<file path="src/stsched_pkg.sv">
// Package for the second timer scheduler: sizes, command and status codes,
// sequencer states. No dependencies.
`timescale 1ns / 1ps
package stsched_pkg;
   localparam int unsigned PERIODIC_SLOTS = 16;
   localparam int unsigned ONESHOT_SLOTS  = 16;
   localparam int unsigned ID_BITS        = 8;
   localparam int unsigned PIDX_BITS = (PERIODIC_SLOTS > 1) ? $clog2(PERIODIC_SLOTS) : 1;
   localparam int unsigned OIDX_BITS = (ONESHOT_SLOTS > 1) ? $clog2(ONESHOT_SLOTS) : 1;

   typedef enum logic [2:0] {
      CMD_ADD_ONESHOT = 3'd0,
      CMD_DEL_ONESHOT = 3'd1,
      CMD_ADD_PERIODIC = 3'd2,
      CMD_DEL_PERIODIC = 3'd3,
      CMD_TICK = 3'd4
   } cmd_type;

   typedef enum logic [2:0] {
      ST_OK = 3'd0,
      ST_DUP = 3'd1,
      ST_NOTFOUND = 3'd2,
      ST_FULL = 3'd3,
      ST_ZERO = 3'd4
   } status_type;

   // IDLE, table ops, periodic modulo per entry, ordered emission
   typedef enum logic [2:0] {
      S_IDLE, S_SCAN, S_MOD, S_PSEL, S_OSEL, S_EMIT, S_DONE
   } state_type;
endpackage

</file>
<file path="src/stsched_rem.sv">
// Iterative unsigned remainder unit, one bit per cycle.
// Depends on stsched_pkg.
`timescale 1ns / 1ps
module stsched_rem
   import stsched_pkg::*;
(
   input  logic        clock,
   input  logic        reset,
   input  logic        start,
   input  logic [31:0] dividend,
   input  logic [31:0] divisor,
   output logic        done,
   output logic        zero_rem
);
   logic [32:0] rem_ff, rem_in;
   logic [31:0] quo_ff, quo_in;
   logic [5:0]  cnt_ff, cnt_in;
   logic        busy_ff, busy_in;
   logic [32:0] trial;

   always_comb begin
      rem_in  = rem_ff;
      quo_in  = quo_ff;
      cnt_in  = cnt_ff;
      busy_in = busy_ff;
      trial   = {rem_ff[31:0], quo_ff[31]} - {1'b0, divisor};
      if (start) begin
         rem_in  = '0;
         quo_in  = dividend;
         cnt_in  = 6'd0;
         busy_in = 1'b1;
      end else if (busy_ff) begin
         quo_in = {quo_ff[30:0], 1'b0};
         if (!trial[32]) rem_in = trial;
         else            rem_in = {rem_ff[31:0], quo_ff[31]};
         cnt_in = cnt_ff + 6'd1;
         if (cnt_ff == 6'd31) busy_in = 1'b0;
      end
   end

   always_ff @(posedge clock) begin
      if (reset) begin
         busy_ff <= 1'b0;
         cnt_ff  <= '0;
      end else begin
         busy_ff <= busy_in;
         cnt_ff  <= cnt_in;
      end
      rem_ff <= rem_in;
      quo_ff <= quo_in;
   end

   assign done     = busy_ff && (cnt_ff == 6'd31) && !start;
   assign zero_rem = (rem_in[31:0] == 32'd0);
endmodule

</file>
<file path="config.mk">
export PLATFORM = sky130hd
export DESIGN_NAME = stsched_rem
export DESIGN_NICKNAME = d
export VERILOG_FILES = /design/src/stsched_pkg.sv /design/src/stsched_rem.sv
export SDC_FILE = /design/constraint.sdc
export NUM_CORES = 1
export LEC_CHECK = 0
export BUFFER_PORTS_ARGS = -buffer_cell sky130_fd_sc_hd__buf_4
export CORE_MARGIN = 10
export CORE_UTILIZATION = 32
export CTS_CLUSTER_SIZE = 8
export DETAILED_ROUTE_END_ITERATION = 8
export PLACE_DENSITY = 0.57
export SLEW_MARGIN = 20
export SYNTH_ARGS = -nofsm -noshare
export SYNTH_HDL_FRONTEND = slang
export SYNTH_SLANG_ARGS = --single-unit
</file>
<file path="constraint.sdc">
create_clock -name clock -period 8.5 [get_ports clock]
set_input_delay 0.85 -clock clock [delete_from_list [all_inputs] [get_ports clock]]
set_output_delay 0.85 -clock clock [all_outputs]
set_load 0.01 [all_outputs]
</file>
Word level (Yosys, flattened, before mapping). Cells that the tools add are included.

Add/subtract/negate cells: 2. Eq/ne operators: 1. Muxes and demuxes: 8. Reduce and logical (&&, ||, !) cells: 6.

Operator list (number): $mux W32 (5); $sub A33 B32 Y33 (1); $logic_not A32 Y1 (1); $add A6 B1 Y6 const B (1); $eq A6 B5 Y1 const B (1); $mux W1 (3); $logic_and A1 B1 Y1 (2); $reduce_bool A2 Y1 (1); $reduce_or A2 Y1 (1); $logic_not A1 Y1 (1).

Register bits after elaboration: 71. Input port bits: 67. Output and inout bits: 2. Word-level logic and storage cells: 21.

Logic depth before layout (Yosys ltp). Gate-level depths: netlist of the first run.

Depth in word-level cells: 5. Gate-level depth with buffers: 17. Depth with buffers taken out: 14.

Worst setup path after synthesis of the first run. OpenSTA, ideal clock, no wires.

Kind: in2out. From: in divisor[0]. To: out zero_rem. Data arrival time: 3966 ps. Data required time: 7650 ps. Setup slack: 3684 ps. Stages on the path: 13. Path buffers: 0. Cell sequence: ha_1 fa_1 nand2b_1 a21oi_1 o21ai_0 a31oi_1 a31oi_1 o21ai_0 xor2_1 a21boi_0 o2111ai_1 or4_1 nor4_2.

Longest elaborated chain between the ends: 5.

Ends and longest elaborated chain: start: declaration (line stsched_rem.sv:11) `input logic [31:0] divisor,`; $sub A33 B32 Y33 (line stsched_rem.sv:26) `trial = {rem_ff[31:0], quo_ff[31]} - {1'b0, divisor};`; $mux W32 (line stsched_rem.sv:34) `if (!trial[32]) rem_in = trial;`; $mux W32 (line stsched_rem.sv:32) `end else if (busy_ff) begin`; $mux W32 (line stsched_rem.sv:27) `if (start) begin`; $logic_not A32 Y1 (line stsched_rem.sv:54) `assign zero_rem = (rem_in[31:0] == 32'd0);`; end: declaration (line stsched_rem.sv:13) `output logic zero_rem`.

Every way passes these cells.

Worst setup path after layout of the first run. Same ends and word-level chain as after synthesis.

==> results of run 1 <==
## power by group through the flow
stage	registers, W	logic, W	clock network, W
6_report	0.000406	0.000233	0.000468
5_1_grt	0.000409	0.000259	0.000493
4_1_cts	0.000405	0.000233	0.000475
3_5_place_dp	0.000413	0.000231	0
3_3_place_gp	0.000412	0.000230	0
2_1_floorplan	0.000403	0.000168	0
## Yosys cell counts, types with 5 or more instances
cell / count
and2_1: 5
xnor2_1: 20
a21oi_1: 36
a211oi_1: 5
mux2i_1: 5
o211ai_1: 7
nor3_1: 9
nor4_1: 5
buf_2: 8
ha_1: 33
mux2_2: 31
nor2_1: 51
a31oi_1: 5
inv_1: 43
nand3_1: 12
nand2_1: 52
nand4_1: 13
a311oi_1: 7
o21a_1: 5
o31ai_1: 5
xor2_1: 10
o21ai_0: 37
a32oi_1: 8
nand2b_1: 7
nor2b_1: 6
dfxtp_1: 39
edfxtp_1: 32
and4_1: 5
a21o_1: 9
clkbuf_1: 15
## routing by layer
metal,part of all wire,track usage
met5,0,0
met2,0.45,0.212
met4,0.015,0.0327
met1,0.46,0.171
met3,0.073,0.0402
## kinds of logic after synthesis
logic type               synth area share
adder cells (fa/ha/maj)            0.0840
multiplexers                       0.0775
buffers and inverters              0.0590
XOR/XNOR                           0.0510
AND/OR/NAND/NOR                     0.178
AO/OA/AOI/OAI                       0.212
flip-flops                          0.338
## worst paths after layout
kind,endpoint
worst max-delay path,zero_rem
worst min-delay path,cnt_ff[5]$_SDFFE_PP0P_
worst max register to register,rem_ff[28]$_DFF_P_
worst min register to register,cnt_ff[5]$_SDFFE_PP0P_
## flip-flops by register name (all words and copies together), names as in the netlist
name,count
quo_ff,32
cnt_ff,6
busy_ff,1
rem_ff,32
## through the flow
stage | utilization | worst slack [ns] | total power (W)
after CTS | 0.391 | 2.80 | 0.00111
final | 0.391 | 2.83 | 0.00111
after floorplan | - | 3.68 | 0.000571
after global routing | 0.391 | 2.43 | 0.00116
after detailed placement | 0.367 | 2.83 | 0.000644
after global placement | 0.367 | 2.90 | 0.000642
## final cells by class
cell class	instances	area, um2	area share
Sequential cell	71	1740	0.282
Clock buffer	9	225	0.0364
Multi-Input combinational cell	445	3110	0.502
Timing Repair Buffer	71	533	0.0862
Clock inverter	7	145	0.0235
Tap cell	216	270	0.0437
Inverter	43	161	0.0261
## critical path, cell delays in order
cell,delay (ns)
buf_4,0.11
ha_1,0.22
fa_1,0.40
nand2b_1,0.19
a21oi_1,0.32
o211a_1,0.26
o21a_4,0.17
nor3_2,0.08
nor2_2,0.70
mux2i_1,0.27
a211o_1,0.16
o2111ai_1,0.09
or4_1,0.58
nor4_2,0.26
buf_4,0.17
==> summary.md, run 1 <==
| Metric | Value |
|---|---|
| Yosys cell types | `69` |
| Layout cells sized above 1 | `0.200` |
| Dpl hpwl | `11400 um` |
| Outcome | `complete, no violations` |
| DP Area | `0.00581 mm2` |
| GP Congestion | `0.941` |
| Top Ports | `69` |
| Predominant post-synthesis flop cell | `dfxtp_1` |
| Leading post-synthesis cells by cell area | `edfxtp_1 (19%), dfxtp_1 (15%), ha_1 (8.0%)` |
| Launch point of the critical path | `divisor[0]` |
| CTS tree | `yes` |
| CTS sink cnt | `71` |
| Max Root-Sink Buffers | `2` |
| GRT overflow | `0` |
| Post-synth EDFFs | `32` |
| WL final | `14500 um` |
| Worst Min Path Start | `cnt_ff[5]$_SDFFE_PP0P_` |
| Worst rel slew slack | `0.287` |
| Root buf cell | `clkbuf_16` |
| Vert. Die Dim | `147 um` |
| Final Skew | `0.00558 ns` |
| Initial Utilization | `0.326` |
| Post-route ant nets | `0` |
| Post-CTS Setup Inserts | `0` |
| Post-synthesis async set-or-reset flop share | `0` |
| Layout Area Growth over Synthesis | `20.0%` |
| Post-CTS sizing | `0` |
| Diodes inserted | `0` |
| Critical Path Sink Type | `output pin` |
| Clock Power Share | `0.423` |
| Drt wl/cell | `16.8 um` |
| Commonest non-fill, non-tap cell in the layout | `buf_4` |
| First-pass GRT wire length | `23900 um` |
| H-tree levels | `3` |
| Post-route cell area | `0.00618 mm2` |
| Fin Hold WS | `0.502 ns` |
| Vias in the first global route | `4746` |
| Final Max Slew Viols | `0` |
| VDD IR-drop max | `0.167 mV` |
| Setup TNS | `0 ns` |
| Reg-to-reg startpoint | `quo_ff[31]$_DFFE_PP_` |
| Share of the synthesized area in the top cell type | `0.186` |
| DRC | `0` |
| Crit share post-route | `0.668` |
| Pwr dens | `179 mW/mm2` |
| Most frequent cells in the layout | `buf_4 (71), nand2_1 (52), nor2_1 (51), inv_1 (43), dfxtp_1 (39)` |
| Non-Filler Instances | `862` |
| Worst Tran Pin Value | `1.07 ns` |
| Synth warn | `0` |
| Vias per inst | `5.31` |
| # port buffers | `68` |
| Largest net degree at the start of global routing | `52` |
| Max Cap Viol | `0` |
| Internal Pwr Total | `0.000807 W` |
| Initial antenna violation count | `0` |
| Synth area leader | `edfxtp_1` |
| Die X-Extent | `147 um` |
| Synth Cell Area | `0.00515 mm2` |
| Arr. time, crit path | `4.82 ns` |
| Crit path kind | `in2out` |
| Switching share of total power | `0.271` |
| Dpl cells | `846` |
| Fillers | `1603` |
| Die area | `0.0216 mm2` |
| Setup crit start kind | `input pin` |
| Crit Path Max Fanout | `18` |
| Syn Inst Count | `589` |
| Combinational fraction of design power | `0.211` |
| Layout net count | `742` |
| Crit path time final | `5.67 ns` |
| Max Clk Rate | `176 MHz` |
| Switching pwr | `0.000300 W` |
| CTS Hold Buffers Added | `0` |
| Total CTS buffers | `9` |
| Clk pin slew, worst setup/hold paths | `0.06 ns` |
| Total GRT Usage | `0.133` |
| RSZ-0062 raised after global routing | `false` |
| Seq/Total Area, Yosys | `0.338` |
| Critical path required time | `7.65 ns` |
| Rows | `46` |
| DRT iter0 DRCs | `272` |
| Via count | `4575` |
| Final setup fails | `0` |
| Clock Latency Late Sink | `0.33 ns` |
| Reg power frac | `0.367` |
| Leakage | `2.56 nW` |
| Hold path cells | `2` |
| Total core area | `0.0158 mm2` |
| Syn_area_per_cell | `8.75 um2` |
| Worst reg2reg path depth | `12` |
| Syn_nets | `690` |
| HP Class | `reg2reg` |
| Final hold vios | `0` |
| DR pass1 iterations | `5` |
| FF+latch count, synth | `71` |
| R2R setup slack | `4.93 ns` |
Note: power is estimated with default switching activity, not from simulation.
==> inputs of run 2 (changes only) <==
clock period = 5.9 ns   (was 8.5 ns; I/O delays follow)
==> summary.md, run 2 (synthesis results as in run 1) <==
| Metric | Value |
|---|---|
| Largest net degree at the start of global routing | `52` |
| CTS tree | `yes` |
| Rows | `46` |
| Post-CTS sizing | `0` |
| Critical Path Most Common Cell | `o211ai_1` |
| FF-to-FF End | `rem_ff[9]$_DFF_P_` |
| Outcome | `complete, no violations` |
| Final setup fails | `0` |
| VDD IR-drop max | `0.174 mV` |
| Layout net count | `742` |
| Max Root-Sink Buffers | `2` |
| H-tree levels | `3` |
| Pwr Total | `0.00145 W` |
| Hold path cells | `2` |
| Footprint of the multi-input gates | `0.00311 mm2` |
| Die area | `0.0216 mm2` |
| Reg-to-reg startpoint | `rem_ff[17]$_DFF_P_` |
| Slowest cell delay on critical path | `0.71 ns` |
| Final hold vios | `0` |
| R2R setup slack | `2.37 ns` |
| # port buffers | `68` |
| Layout cells sized above 1 | `0.201` |
| Die X-Extent | `147 um` |
| Post-route ant nets | `0` |
| CTS sink cnt | `71` |
| DR pass1 iterations | `6` |
| Worst Tran Pin Value | `0.895 ns` |
| Hold Crit Endpoint | `busy_ff$_SDFF_PP0_` |
| Clock Latency Late Sink | `0.34 ns` |
| Regs by FF count | `quo_ff: 32 flops, rem_ff: 32 flops, cnt_ff: 6 flops` |
| HP Class | `in2reg` |
| DRC | `0` |
| Setup ws final | `0.656 ns` |
| Worst-path cell chain | `ha_1 > nand2_1 > o211ai_1 > a41oi_2 > o211ai_1 > nor3_2 > nor2_2 > mux2i_1 > a211o_1 > o2111ai_1 > or4_1 > nor4_2 > buf_4` |
| Crit share post-route | `0.889` |
| Switching pwr | `0.000451 W` |
| Vias in the first global route | `4671` |
| Combinational fraction of design power | `0.233` |
| Setup WS pre-CTS | `0.725 ns` |
| RSZ-0062 raised after global routing | `false` |
| Top Ports | `69` |
| Switching share of total power | `0.311` |
| Clock Power Share | `0.364` |
| Final Max Slew Viols | `0` |
| Clk pin slew, worst setup/hold paths | `0.06 ns` |
| Register area | `0.00174 mm2` |
| Total core area | `0.0158 mm2` |
| Reg power frac | `0.403` |
| Max Cap Viol | `0` |
| WL final | `14600 um` |
| Crit path kind | `reg2out` |
| First-pass GRT wire length | `23800 um` |
| Critical path required time | `5.31 ns` |
| Commonest non-fill, non-tap cell in the layout | `buf_4` |
| Dpl hpwl | `11300 um` |
| Crit path time final | `5.24 ns` |
| Initial antenna violation count | `0` |
| Root buf cell | `clkbuf_16` |
| Worst rel slew slack | `0.403` |
| Worst Min Path Start | `reset` |
| Post-CTS Setup Inserts | `0` |
| Vert. Die Dim | `147 um` |
| Internal Pwr Total | `0.000998 W` |
| Total CTS buffers | `9` |
| CTS Hold Buffers Added | `0` |
| Initial Utilization | `0.326` |
| Diodes inserted | `0` |
| Critical Path Sink Type | `output pin` |
| Most frequent cells in the layout | `buf_4 (71), nand2_1 (52), nor2_1 (51), inv_1 (43), dfxtp_1 (39)` |
| Pwr dens | `237 mW/mm2` |
| Leakage | `2.52 nW` |
| Fillers | `1654` |
| Layout Area Growth over Synthesis | `18.5%` |
| Slowest CP cell | `nor2_2` |
| Via count | `4602` |
| Final Skew | `0.0110 ns` |
| Crit Path Max Fanout | `18` |
| Setup TNS | `0 ns` |
| Max Clk Rate | `191 MHz` |
| DRT iter0 DRCs | `277` |
| Vias per inst | `5.34` |
| GP Congestion | `0.950` |
| Drt wl/cell | `16.9 um` |
| Worst reg2reg path depth | `9` |
| GRT overflow | `0` |
| Total GRT Usage | `0.133` |
| Arr. time, crit path | `4.65 ns` |
| Setup crit start kind | `flop` |
==> run 2: cell types whose count changed in the layout (fill, tap and decap cells not counted), sizes merged <==
cell / previous run / this run
bufinv: 4 / 0
inv: 43 / 47
==> run 2: layout make-up <==
class / count / share of cell area
clock buffer: 9 / 0.0369
inverter: 43 / 0.0264
timing repair buffer: 71 / 0.0873
tap: 216 / 0.0443
clock inverter: 7 / 0.0103
sequential: 71 / 0.285
multi-input combinational: 445 / 0.509
==> run 2: how the worst max path moves through the flow <==
stage	cells past startpoint	endpoint	startpoint	slack [ns]
floorplan	13	zero_rem	divisor[0]	1.60
global placement	15	zero_rem	divisor[0]	0.80
detailed placement	15	zero_rem	divisor[0]	0.72
CTS	13	zero_rem	rem_ff[17]$_DFF_P_	0.64
global route	13	zero_rem	rem_ff[17]$_DFF_P_	0.30
finish	13	zero_rem	rem_ff[17]$_DFF_P_	0.66
==> run 2: worst max-delay path: cells and delay by family (launching register included) <==
kind,cells,cell delay [ns]
and+or+nand+nor,5,1.86
muxes,1,0.28
adders and majority gates,1,0.44
buffers and inverters,1,0.18
DFF,1,0.38
AOI/OAI and AO/OA,5,1.17
==> run 2: per-layer routing <==
layer  vias to the layer above  share of wire  track usage
met5                         -              0            0
met4                         0          0.014       0.0387
met3                        18          0.086       0.0418
met2                       159           0.45        0.209
met1                      2145           0.45        0.170
li1                       2280              -            -
==> run 2: metrics by stage <==
step	cells	area, um2	hold slack (ns)	util
after floorplan	589	5150	0.457	-
after global placement	846	5810	0.469	0.367
after detailed placement	846	5810	0.486	0.367
after CTS	862	6100	0.420	0.385
after global routing	862	6100	0.423	0.386
final	862	6100	0.424	0.386
==> run 2: power groups by stage <==
stage                     Combinational [W]  Sequential (W)  Clock [W]
final                              0.000337        0.000584   0.000528
after floorplan                    0.000242        0.000581          0
after detailed placement           0.000333        0.000594          0
after global routing               0.000375        0.000589   0.000561
after global placement             0.000330        0.000594          0
after CTS                          0.000336        0.000584   0.000538
